**src/rtl/calendar_date_arithmetic_assert.svh**
```systemverilog
// Assertion macros for the calendar date arithmetic block.
// Used by the RTL module that checks its own sequencing.
`ifndef CALENDAR_DATE_ARITHMETIC_ASSERT_SVH
`define CALENDAR_DATE_ARITHMETIC_ASSERT_SVH

// Clocked implication check, disabled while reset is asserted.
`define CDA_ASSERT_IMP(label, clk, rst_n, ante, cons, msg) \
  label: assert property (@(posedge clk) disable iff (!rst_n) (ante) |-> (cons)) \
    else $error(msg);

// Next-cycle implication check, disabled while reset is asserted.
`define CDA_ASSERT_NXT(label, clk, rst_n, ante, cons, msg) \
  label: assert property (@(posedge clk) disable iff (!rst_n) (ante) |=> (cons)) \
    else $error(msg);

`endif

```
**src/rtl/cda_pkg.sv**
```systemverilog
// Package for the calendar date arithmetic block: operation codes, relation
// codes, the month length table and the leap-year test. No dependencies.
`default_nettype none
package cda_pkg;

  localparam int unsigned YEAR_W = 14;
  localparam int unsigned MON_W  = 4;
  localparam int unsigned DAY_W  = 5;
  localparam int unsigned DIFF_W = 23;

  typedef enum logic [2:0] {
    OP_LOAD    = 3'd0,
    OP_ADD_ST  = 3'd1,
    OP_SUB_ST  = 3'd2,
    OP_ADD_RET = 3'd3,
    OP_SUB_RET = 3'd4,
    OP_CMP     = 3'd5
  } op_t;

  localparam logic [1:0] REL_LESS    = 2'd0;
  localparam logic [1:0] REL_EQUAL   = 2'd1;
  localparam logic [1:0] REL_GREATER = 2'd2;

  localparam logic signed [DIFF_W-1:0] DIFF_MAX = 23'sd4194303;
  localparam logic signed [DIFF_W-1:0] DIFF_MIN = -23'sd4194304;

  typedef struct packed {
    logic [YEAR_W-1:0] year;
    logic [MON_W-1:0]  month;
    logic [DAY_W-1:0]  day;
  } date_t;

  // The quotient by 25 comes from a reciprocal multiplication that is exact
  // for every 12-bit value.
  function automatic logic mult_of_25(input logic [11:0] x);
    logic [24:0] prod;
    logic [7:0]  q;
    prod = 25'(x) * 25'd5243;
    q    = prod[24:17];
    return (x == 12'(q) * 12'd25);
  endfunction

  // A multiple of 100 is a multiple of 4 whose quarter is a multiple of 25,
  // and a multiple of 400 is a multiple of 16 whose sixteenth is one.
  function automatic logic is_leap(input logic [YEAR_W-1:0] y);
    logic m4, m100, m400;
    m4   = (y[1:0] == 2'b00);
    m100 = m4 && mult_of_25(y[YEAR_W-1:2]);
    m400 = (y[3:0] == 4'b0000) && mult_of_25({2'b00, y[YEAR_W-1:4]});
    return (m4 && !m100) || m400;
  endfunction

  function automatic logic [DAY_W-1:0] month_days(input logic [YEAR_W-1:0] y,
                                                  input logic [MON_W-1:0] m);
    logic [DAY_W-1:0] n;
    case (m)
      4'd1, 4'd3, 4'd5, 4'd7, 4'd8, 4'd10, 4'd12: n = 5'd31;
      4'd4, 4'd6, 4'd9, 4'd11:                    n = 5'd30;
      4'd2:    n = is_leap(y) ? 5'd29 : 5'd28;
      default: n = 5'd0;
    endcase
    return n;
  endfunction

endpackage
`default_nettype wire

```
**src/rtl/calendar_date_arithmetic.sv**
```systemverilog
// Calendar date arithmetic unit: one stored Gregorian date; load, add, subtract, compare.
// Load and items rejected at the check go from S_CHECK straight to S_OUT; add and subtract
// go through S_WAIT while the walker moves the date one month at a time, and compare steps
// month by month between the dates in S_CMPW. One item at a time: in_stall stays high from
// acceptance until the result is taken, and the next item is taken back in S_IDLE.
// Synchronous active-low reset sets the stored date to 1900-01-01 and empties the output.
`default_nettype none
module calendar_date_arithmetic
  import cda_pkg::*;
#(
  parameter int unsigned YEAR_MIN      = 1900,
  parameter int unsigned YEAR_MAX      = 9999,
  parameter int unsigned MAX_DAY_COUNT = 65535
) (
  input  wire logic              clk,
  input  wire logic              rst_n,
  input  wire logic              in_valid,
  output logic                   in_stall,
  input  wire logic [2:0]        in_operation,
  input  wire logic [15:0]       in_day_count,
  input  wire logic [YEAR_W-1:0] in_other_year,
  input  wire logic [MON_W-1:0]  in_other_month,
  input  wire logic [DAY_W-1:0]  in_other_day,
  output logic                   out_valid,
  input  wire logic              out_stall,
  output logic [YEAR_W-1:0]      out_year,
  output logic [MON_W-1:0]       out_month,
  output logic [DAY_W-1:0]       out_day,
  output logic [1:0]             out_relation,
  output logic signed [DIFF_W-1:0] out_difference,
  output logic                   out_error
);

  `include "calendar_date_arithmetic_assert.svh"

  localparam int unsigned CNT_W = 23;
  localparam logic [CNT_W-1:0] CNT_CLAMP = CNT_W'(MAX_DAY_COUNT);

  typedef enum logic [2:0] {S_IDLE, S_CHECK, S_WAIT, S_CMPW, S_OUT} state_t;

  state_t            state_r;
  logic [2:0]        op_r;
  logic [CNT_W-1:0]  cnt_r;
  date_t             oth_r, st_r, res_r;
  logic              err_r;
  logic [1:0]        rel_r;
  logic signed [DIFF_W-1:0] diff_r;
  logic [CNT_W-1:0]  acc_r;
  logic              later_r;
  date_t             lo_r, hi_r;

  logic              w_start, w_fwd, w_done;
  logic [CNT_W-1:0]  w_count;
  date_t             w_from, w_to;
  logic              oth_ok, is_add;
  logic [DAY_W-1:0]  oth_len;
  logic [DAY_W-1:0]  lo_len;
  logic              same_month;
  logic [CNT_W-1:0]  step;
  logic [CNT_W-1:0]  acc_nxt;

  assign oth_len = month_days(oth_r.year, oth_r.month);
  assign oth_ok  = (oth_r.year >= YEAR_W'(YEAR_MIN)) && (oth_r.year <= YEAR_W'(YEAR_MAX))
                && (oth_r.month >= 4'd1) && (oth_r.month <= 4'd12)
                && (oth_r.day >= 5'd1) && (oth_r.day <= oth_len);
  assign is_add  = (op_r == OP_ADD_ST) || (op_r == OP_ADD_RET);

  // Compare walk: lo_r steps month by month up to hi_r, accumulating days.
  assign lo_len     = month_days(lo_r.year, lo_r.month);
  assign same_month = (lo_r.year == hi_r.year) && (lo_r.month == hi_r.month);
  assign step       = same_month ? CNT_W'(hi_r.day - lo_r.day)
                                 : CNT_W'(lo_len - lo_r.day + 5'd1);
  assign acc_nxt    = acc_r + step;

  assign w_start = (state_r == S_CHECK) && (op_r >= OP_ADD_ST) && (op_r <= OP_SUB_RET);
  assign w_fwd   = is_add;
  assign w_count = cnt_r;
  assign w_from  = st_r;

  cda_walker #(.CNT_W(CNT_W)) u_walk (
    .clk(clk), .rst_n(rst_n), .start(w_start), .fwd(w_fwd), .count(w_count),
    .from_date(w_from), .done(w_done), .to_date(w_to)
  );

  always_ff @(posedge clk) begin
    if (!rst_n) begin
      state_r <= S_IDLE;
      st_r    <= '{year: YEAR_W'(1900), month: 4'd1, day: 5'd1};
    end else begin
      unique case (state_r)
        S_IDLE: begin
          if (in_valid) begin
            op_r    <= in_operation;
            cnt_r   <= (CNT_W'(in_day_count) > CNT_CLAMP) ? CNT_CLAMP
                                                           : CNT_W'(in_day_count);
            oth_r   <= '{year: in_other_year, month: in_other_month, day: in_other_day};
            state_r <= S_CHECK;
          end
        end
        S_CHECK: begin
          res_r  <= st_r;
          rel_r  <= REL_LESS;
          diff_r <= '0;
          err_r  <= 1'b0;
          case (op_r)
            OP_LOAD: begin
              if (oth_ok) begin
                st_r  <= oth_r;
                res_r <= oth_r;
              end else begin
                err_r <= 1'b1;
              end
              state_r <= S_OUT;
            end
            OP_ADD_ST, OP_SUB_ST, OP_ADD_RET, OP_SUB_RET: state_r <= S_WAIT;
            OP_CMP: begin
              if (oth_ok) begin
                acc_r   <= '0;
                later_r <= ({st_r.year, st_r.month, st_r.day} >
                            {oth_r.year, oth_r.month, oth_r.day});
                if ({st_r.year, st_r.month, st_r.day} >
                    {oth_r.year, oth_r.month, oth_r.day}) begin
                  lo_r <= oth_r;
                  hi_r <= st_r;
                end else begin
                  lo_r <= st_r;
                  hi_r <= oth_r;
                end
                state_r <= S_CMPW;
              end else begin
                err_r   <= 1'b1;
                state_r <= S_OUT;
              end
            end
            default: begin
              err_r   <= 1'b1;
              state_r <= S_OUT;
            end
          endcase
        end
        S_WAIT: begin
          if (w_done) begin
            if (w_to.year < YEAR_W'(YEAR_MIN) || w_to.year > YEAR_W'(YEAR_MAX)
                || (!is_add && w_to.year > st_r.year)
                || (is_add && w_to.year < st_r.year)) begin
              err_r <= 1'b1;
            end else begin
              res_r <= w_to;
              if (op_r == OP_ADD_ST || op_r == OP_SUB_ST) st_r <= w_to;
            end
            state_r <= S_OUT;
          end
        end
        S_CMPW: begin
          acc_r <= acc_nxt;
          if (same_month) begin
            if (later_r) begin
              diff_r <= acc_nxt[DIFF_W-1] ? DIFF_MAX : DIFF_W'(acc_nxt);
            end else begin
              diff_r <= acc_nxt[DIFF_W-1] ? DIFF_MIN : -DIFF_W'(acc_nxt);
            end
            rel_r   <= (acc_nxt == '0) ? REL_EQUAL
                     : (later_r ? REL_GREATER : REL_LESS);
            state_r <= S_OUT;
          end else begin
            lo_r.day   <= 5'd1;
            lo_r.month <= (lo_r.month == 4'd12) ? 4'd1 : lo_r.month + 4'd1;
            if (lo_r.month == 4'd12) lo_r.year <= lo_r.year + 14'd1;
          end
        end
        S_OUT: begin
          if (!out_stall) state_r <= S_IDLE;
        end
        default: state_r <= S_IDLE;
      endcase
    end
  end

  assign in_stall       = (state_r != S_IDLE);
  assign out_valid      = (state_r == S_OUT);
  assign out_year       = res_r.year;
  assign out_month      = res_r.month;
  assign out_day        = res_r.day;
  assign out_relation   = rel_r;
  assign out_difference = diff_r;
  assign out_error      = err_r;

  `CDA_ASSERT_IMP(a_busy_stall, clk, rst_n, out_valid, in_stall, "result shown while ready")
  `CDA_ASSERT_IMP(a_err_rel, clk, rst_n, out_valid && out_error,
                  out_relation == REL_LESS && out_difference == '0, "error with relation")
  `CDA_ASSERT_NXT(a_hold, clk, rst_n, out_valid && out_stall,
                  out_valid && $stable(out_year) && $stable(out_error), "result dropped")

endmodule
`default_nettype wire

```
**src/rtl/cda_walker.sv**
```systemverilog
// Day walker for the calendar date arithmetic block: moves a date forward or
// backward by a day count, one month per cycle. Depends on cda_pkg.
`default_nettype none
module cda_walker
  import cda_pkg::*;
#(
  parameter int unsigned CNT_W = 20
) (
  input  wire logic             clk,
  input  wire logic             rst_n,
  input  wire logic             start,
  input  wire logic             fwd,
  input  wire logic [CNT_W-1:0] count,
  input  wire date_t            from_date,
  output logic                  done,
  output date_t                 to_date
);

  typedef enum logic [1:0] {W_IDLE, W_RUN, W_DONE} wstate_t;

  wstate_t          state_r;
  logic [CNT_W-1:0] rem_r;
  logic             fwd_r;
  date_t            cur_r;
  logic [DAY_W-1:0] mlen;
  logic [DAY_W-1:0] plen;
  logic [MON_W-1:0] pmon;
  logic [YEAR_W-1:0] pyear;
  logic [CNT_W-1:0] room;

  assign mlen  = month_days(cur_r.year, cur_r.month);
  assign pmon  = (cur_r.month == 4'd1) ? 4'd12 : cur_r.month - 4'd1;
  assign pyear = (cur_r.month == 4'd1) ? cur_r.year - 14'd1 : cur_r.year;
  assign plen  = month_days(pyear, pmon);
  // Forward: days to the first of next month. Backward: days to the last
  // day of the previous month.
  assign room  = fwd_r ? CNT_W'(mlen - cur_r.day + 5'd1) : CNT_W'(cur_r.day);

  always_ff @(posedge clk) begin
    if (!rst_n) begin
      state_r <= W_IDLE;
    end else begin
      unique case (state_r)
        W_IDLE: begin
          if (start) begin
            rem_r   <= count;
            fwd_r   <= fwd;
            cur_r   <= from_date;
            state_r <= W_RUN;
          end
        end
        W_RUN: begin
          if (rem_r == '0) begin
            state_r <= W_DONE;
          end else if (rem_r < room) begin
            cur_r.day <= fwd_r ? cur_r.day + rem_r[DAY_W-1:0]
                               : cur_r.day - rem_r[DAY_W-1:0];
            rem_r     <= '0;
          end else if (fwd_r) begin
            rem_r       <= rem_r - room;
            cur_r.day   <= 5'd1;
            cur_r.month <= (cur_r.month == 4'd12) ? 4'd1 : cur_r.month + 4'd1;
            if (cur_r.month == 4'd12) cur_r.year <= cur_r.year + 14'd1;
          end else begin
            rem_r       <= rem_r - room;
            cur_r.day   <= plen;
            cur_r.month <= pmon;
            cur_r.year  <= pyear;
          end
        end
        W_DONE: state_r <= W_IDLE;
        default: state_r <= W_IDLE;
      endcase
    end
  end

  assign done    = (state_r == W_DONE);
  assign to_date = cur_r;

endmodule
`default_nettype wire

```
**config.mk**
```make
export PLATFORM = sky130hd
export DESIGN_NAME = calendar_date_arithmetic
export DESIGN_NICKNAME = d
export VERILOG_FILES = /design/src/rtl/cda_pkg.sv /design/src/rtl/calendar_date_arithmetic.sv /design/src/rtl/cda_walker.sv
export VERILOG_INCLUDE_DIRS = /design/src /design/src/rtl
export SDC_FILE = /design/constraint.sdc
export NUM_CORES = 1
export LEC_CHECK = 0
export BUFFER_PORTS_ARGS = -buffer_cell sky130_fd_sc_hd__buf_2
export CAP_MARGIN = 20
export CORE_MARGIN = 5
export CORE_UTILIZATION = 58
export DETAILED_ROUTE_END_ITERATION = 10
export PLACE_DENSITY_LB_ADDON = 0.25
export REMOVE_ABC_BUFFERS = 1
export SLEW_MARGIN = 20
export SYNTH_ARGS = -nofsm -noshare
export SYNTH_HDL_FRONTEND = slang
export SYNTH_SLANG_ARGS = --single-unit
export TNS_END_PERCENT = 50
```
**constraint.sdc**
```tcl
create_clock -name clk -period 37 [get_ports clk]
set_input_delay 5.55 -clock clk [delete_from_list [all_inputs] [get_ports clk]]
set_output_delay 5.55 -clock clk [all_outputs]
set_load 0.005 [all_outputs]
```
==> flow_summary_export.csv <==
group,metric,value,unit
critical_path,crit_slowest_cell,"a211oi_1",
critical_path,crit_type,"flip-flop to flip-flop",
sta,finalMaxSlewViolations,0,
sta,timing.final.crit_period,16.01,ns
detailed_routing,routed_via_density,5.918,
finish,areaGrowthSynthToFinish,5.997,%
status,status,"complete, no violations",
critical_path,slowest_delay,0.77,ns
yosys,ys_ff_latch,236,
detailed_routing,drc,0,
finish,drive_gt1_frac,0.05891,
floorplanning,rows,91,
placed_design,hpwl,70810,um
floorplanning,design.core.area,61370,sq um
cts,ctsHoldBuffers,0,
grt,grt_max_degree,72,
critical_path,cp-start-kind,"flip-flop",
detailed_routing,finalWirelength,87410,um
floorplanning,die_h,258.3,um
yosys,syn_area,35760,sq um
sta,finalHoldViolations,0,
yosys,async_reset_ff_frac,0,
cts,cts_setup_buffers,0,
finish,nets,4887,
sta,clock_skew,0.02431,ns
critical_path,cp_top_family,"adder cells",
cts,cts_tree,"done",
yosys,synth_edf_count,208,
sta,rsz0062_at_grt,"false",
yosys,syn_area_per_cell,9.379,sq um
cts,cts_resized,0,
sta,setup-violations-final,0,
grt,grt_pass1_wl,142700,um
yosys,yosys.area.top_type,"ha_1",
critical_path,cp_num_buf_inv,6,
sta,worstMarginPinSlew,1.091,ns
detailed_routing,vias,27577,
sta,setup_ws,20.99,ns
hold_path,hold_class,"flip-flop to flip-flop",
yosys,yosysWarnings,0,
yosys,synth-main-ff-cell,"edfxtp_1",
cts,path_clk_slew,0.07,ns
cts,ctsLongestPathBuffers,3,
placed_design,finalWeightedCongestion,0.9239,
sta,setup_tns,0,ns
critical_path,cp-end-kind,"flip-flop",
sta,max_slew_margin,0.2677,
critical_path,path_common_cell,"ha_1",
grt,grt_pass1_vias,27533,
yosys,synthTopCellsByArea,"ha_1 (26%), edfxtp_1 (17%), fa_1 (14%), inv_1 (5.6%), xnor2_1 (5.2%)",
yosys,yosysSeqAreaShare,0.1903,
placed_design,pre_cts_ws,21.01,ns
placed_design,port_buffers,96,
cts,h-tree-depth,1,
grt,antenna_found_initial,0,
finish,final_cell_mix,"ha_1 (747), inv_1 (534), fa_1 (243), nand2_1 (238), o21ai_0 (232)",
cts,cts_root_buf,"clkbuf_16",
detailed_routing,dr.pass1.iters,6,
floorplanning,ioPinCount,97,
critical_path,cp.arrival,16.18,ns
floorplanning,start_util,0.5827,
critical_path,crit_required,37.17,ns
sta,fin_crit_sh,0.4326,
yosys,netlist_instances,3813,
yosys,ys_types,93,
finish,final_common_cell,"ha_1",
cts,clkSinkCount,236,
grt,grtUsageTotal,0.2594,
floorplanning,die_w,258.3,um
finish,fillers,5143,
detailed_routing,drtIter0Drc,1660,
critical_path,worst-path-max-fanout,17,
detailed_routing,ant_nets,0,
cts,worstSkewPairLatency,0.56,ns
cts,cts_made_buffers,25,
yosys,synth_top_area_share,0.2613,
floorplanning,dieArea,66730,sq um
sta,holdWs,0.5247,ns
grt,overflow,0,
sta,max_freq,62.48,MHz
finish,num_antenna_cells,0,
detailed_routing,wl_per_cell,18.76,um
job,drv_cap,0,
==> synthesized netlist by cell type (61+ instances only) <==
library cell / n
clkbuf_1: 97
xor2_1: 92
nor2_1: 152
fa_1: 243
inv_1: 534
a21o_1: 81
nand3_1: 61
xnor2_1: 214
edfxtp_1: 208
a21oi_1: 184
o21ai_0: 233
nand2_1: 239
ha_1: 747
==> final cells by class <==
class	count	area, sq um	share of cell area
multi-input cells	2927	26580	0.7011
flip-flops and latches	236	6807	0.1796
inverters	535	2008	0.05298
well taps	790	988.4	0.02608
clock buffers	34	732.0	0.01931
repair buffers	126	705.7	0.01862
clock inverters	12	91.34	0.002409
==> kinds of logic after synthesis <==
| kind of cell | after synthesis | share of synthesized area |
|---|---|---|
| fa+ha+maj | 990 | 0.3974 |
| xor+xnor | 312 | 0.07868 |
| compound gates | 761 | 0.1350 |
| flops | 236 | 0.1903 |
| mux | 65 | 0.01854 |
| buf+inv | 650 | 0.06840 |
| simple gates | 799 | 0.1116 |
==> worst min-delay path, stage by stage (launching register included) <==
cell,delay [ns]
edfxtp_1,0.33
nand2_1,0.04
o21ai_0,0.06
==> flip-flops by register name, indices dropped and copies added (netlist names), 5 cells and up <==
| signal | cells |
|---|---|
| oth_r | 23 |
| u_walk.rem_r | 23 |
| out_year | 14 |
| out_day | 5 |
| u_walk.to_date | 23 |
| st_r | 23 |
| acc_r | 23 |
| out_difference | 23 |
| cnt_r | 16 |
| hi_r | 23 |
| lo_r | 23 |
==> final timing paths <==
check / endpoint / depth (start not counted) / from / slack [ns]
max reg2reg: u_walk.to_date[20] / 48 / u_walk.to_date[21] / 20.99
max: u_walk.to_date[20] / 48 / u_walk.to_date[21] / 20.99
min reg2reg: u_walk.rem_r[12] / 2 / cnt_r[12] / 0.52
min: u_walk.rem_r[12] / 2 / cnt_r[12] / 0.52
==> metrics by stage <==
stage,std cells,instance area (sq um),util
2_1_floorplan,3698,35330,-
3_3_place_gp,4614,37080,0.6043
3_5_place_dp,4614,37080,0.6043
4_1_cts,4660,37910,0.6177
5_1_grt,4660,37910,0.6177
6_report,4660,37910,0.6177
==> layer usage <==
metal  wire [um]  vias up  track usage  share of wire
met1       38810    13188       0.3613           0.44
met4        3037        0      0.08234          0.035
li1            -    13459            -              -
met5           0        -            0              0
met3        4891      153      0.02562          0.056
met2       40680      777       0.4304           0.47
Power is not shown: default switching activity piles up to over one toggle a cycle in this logic, so the estimate is an artifact.
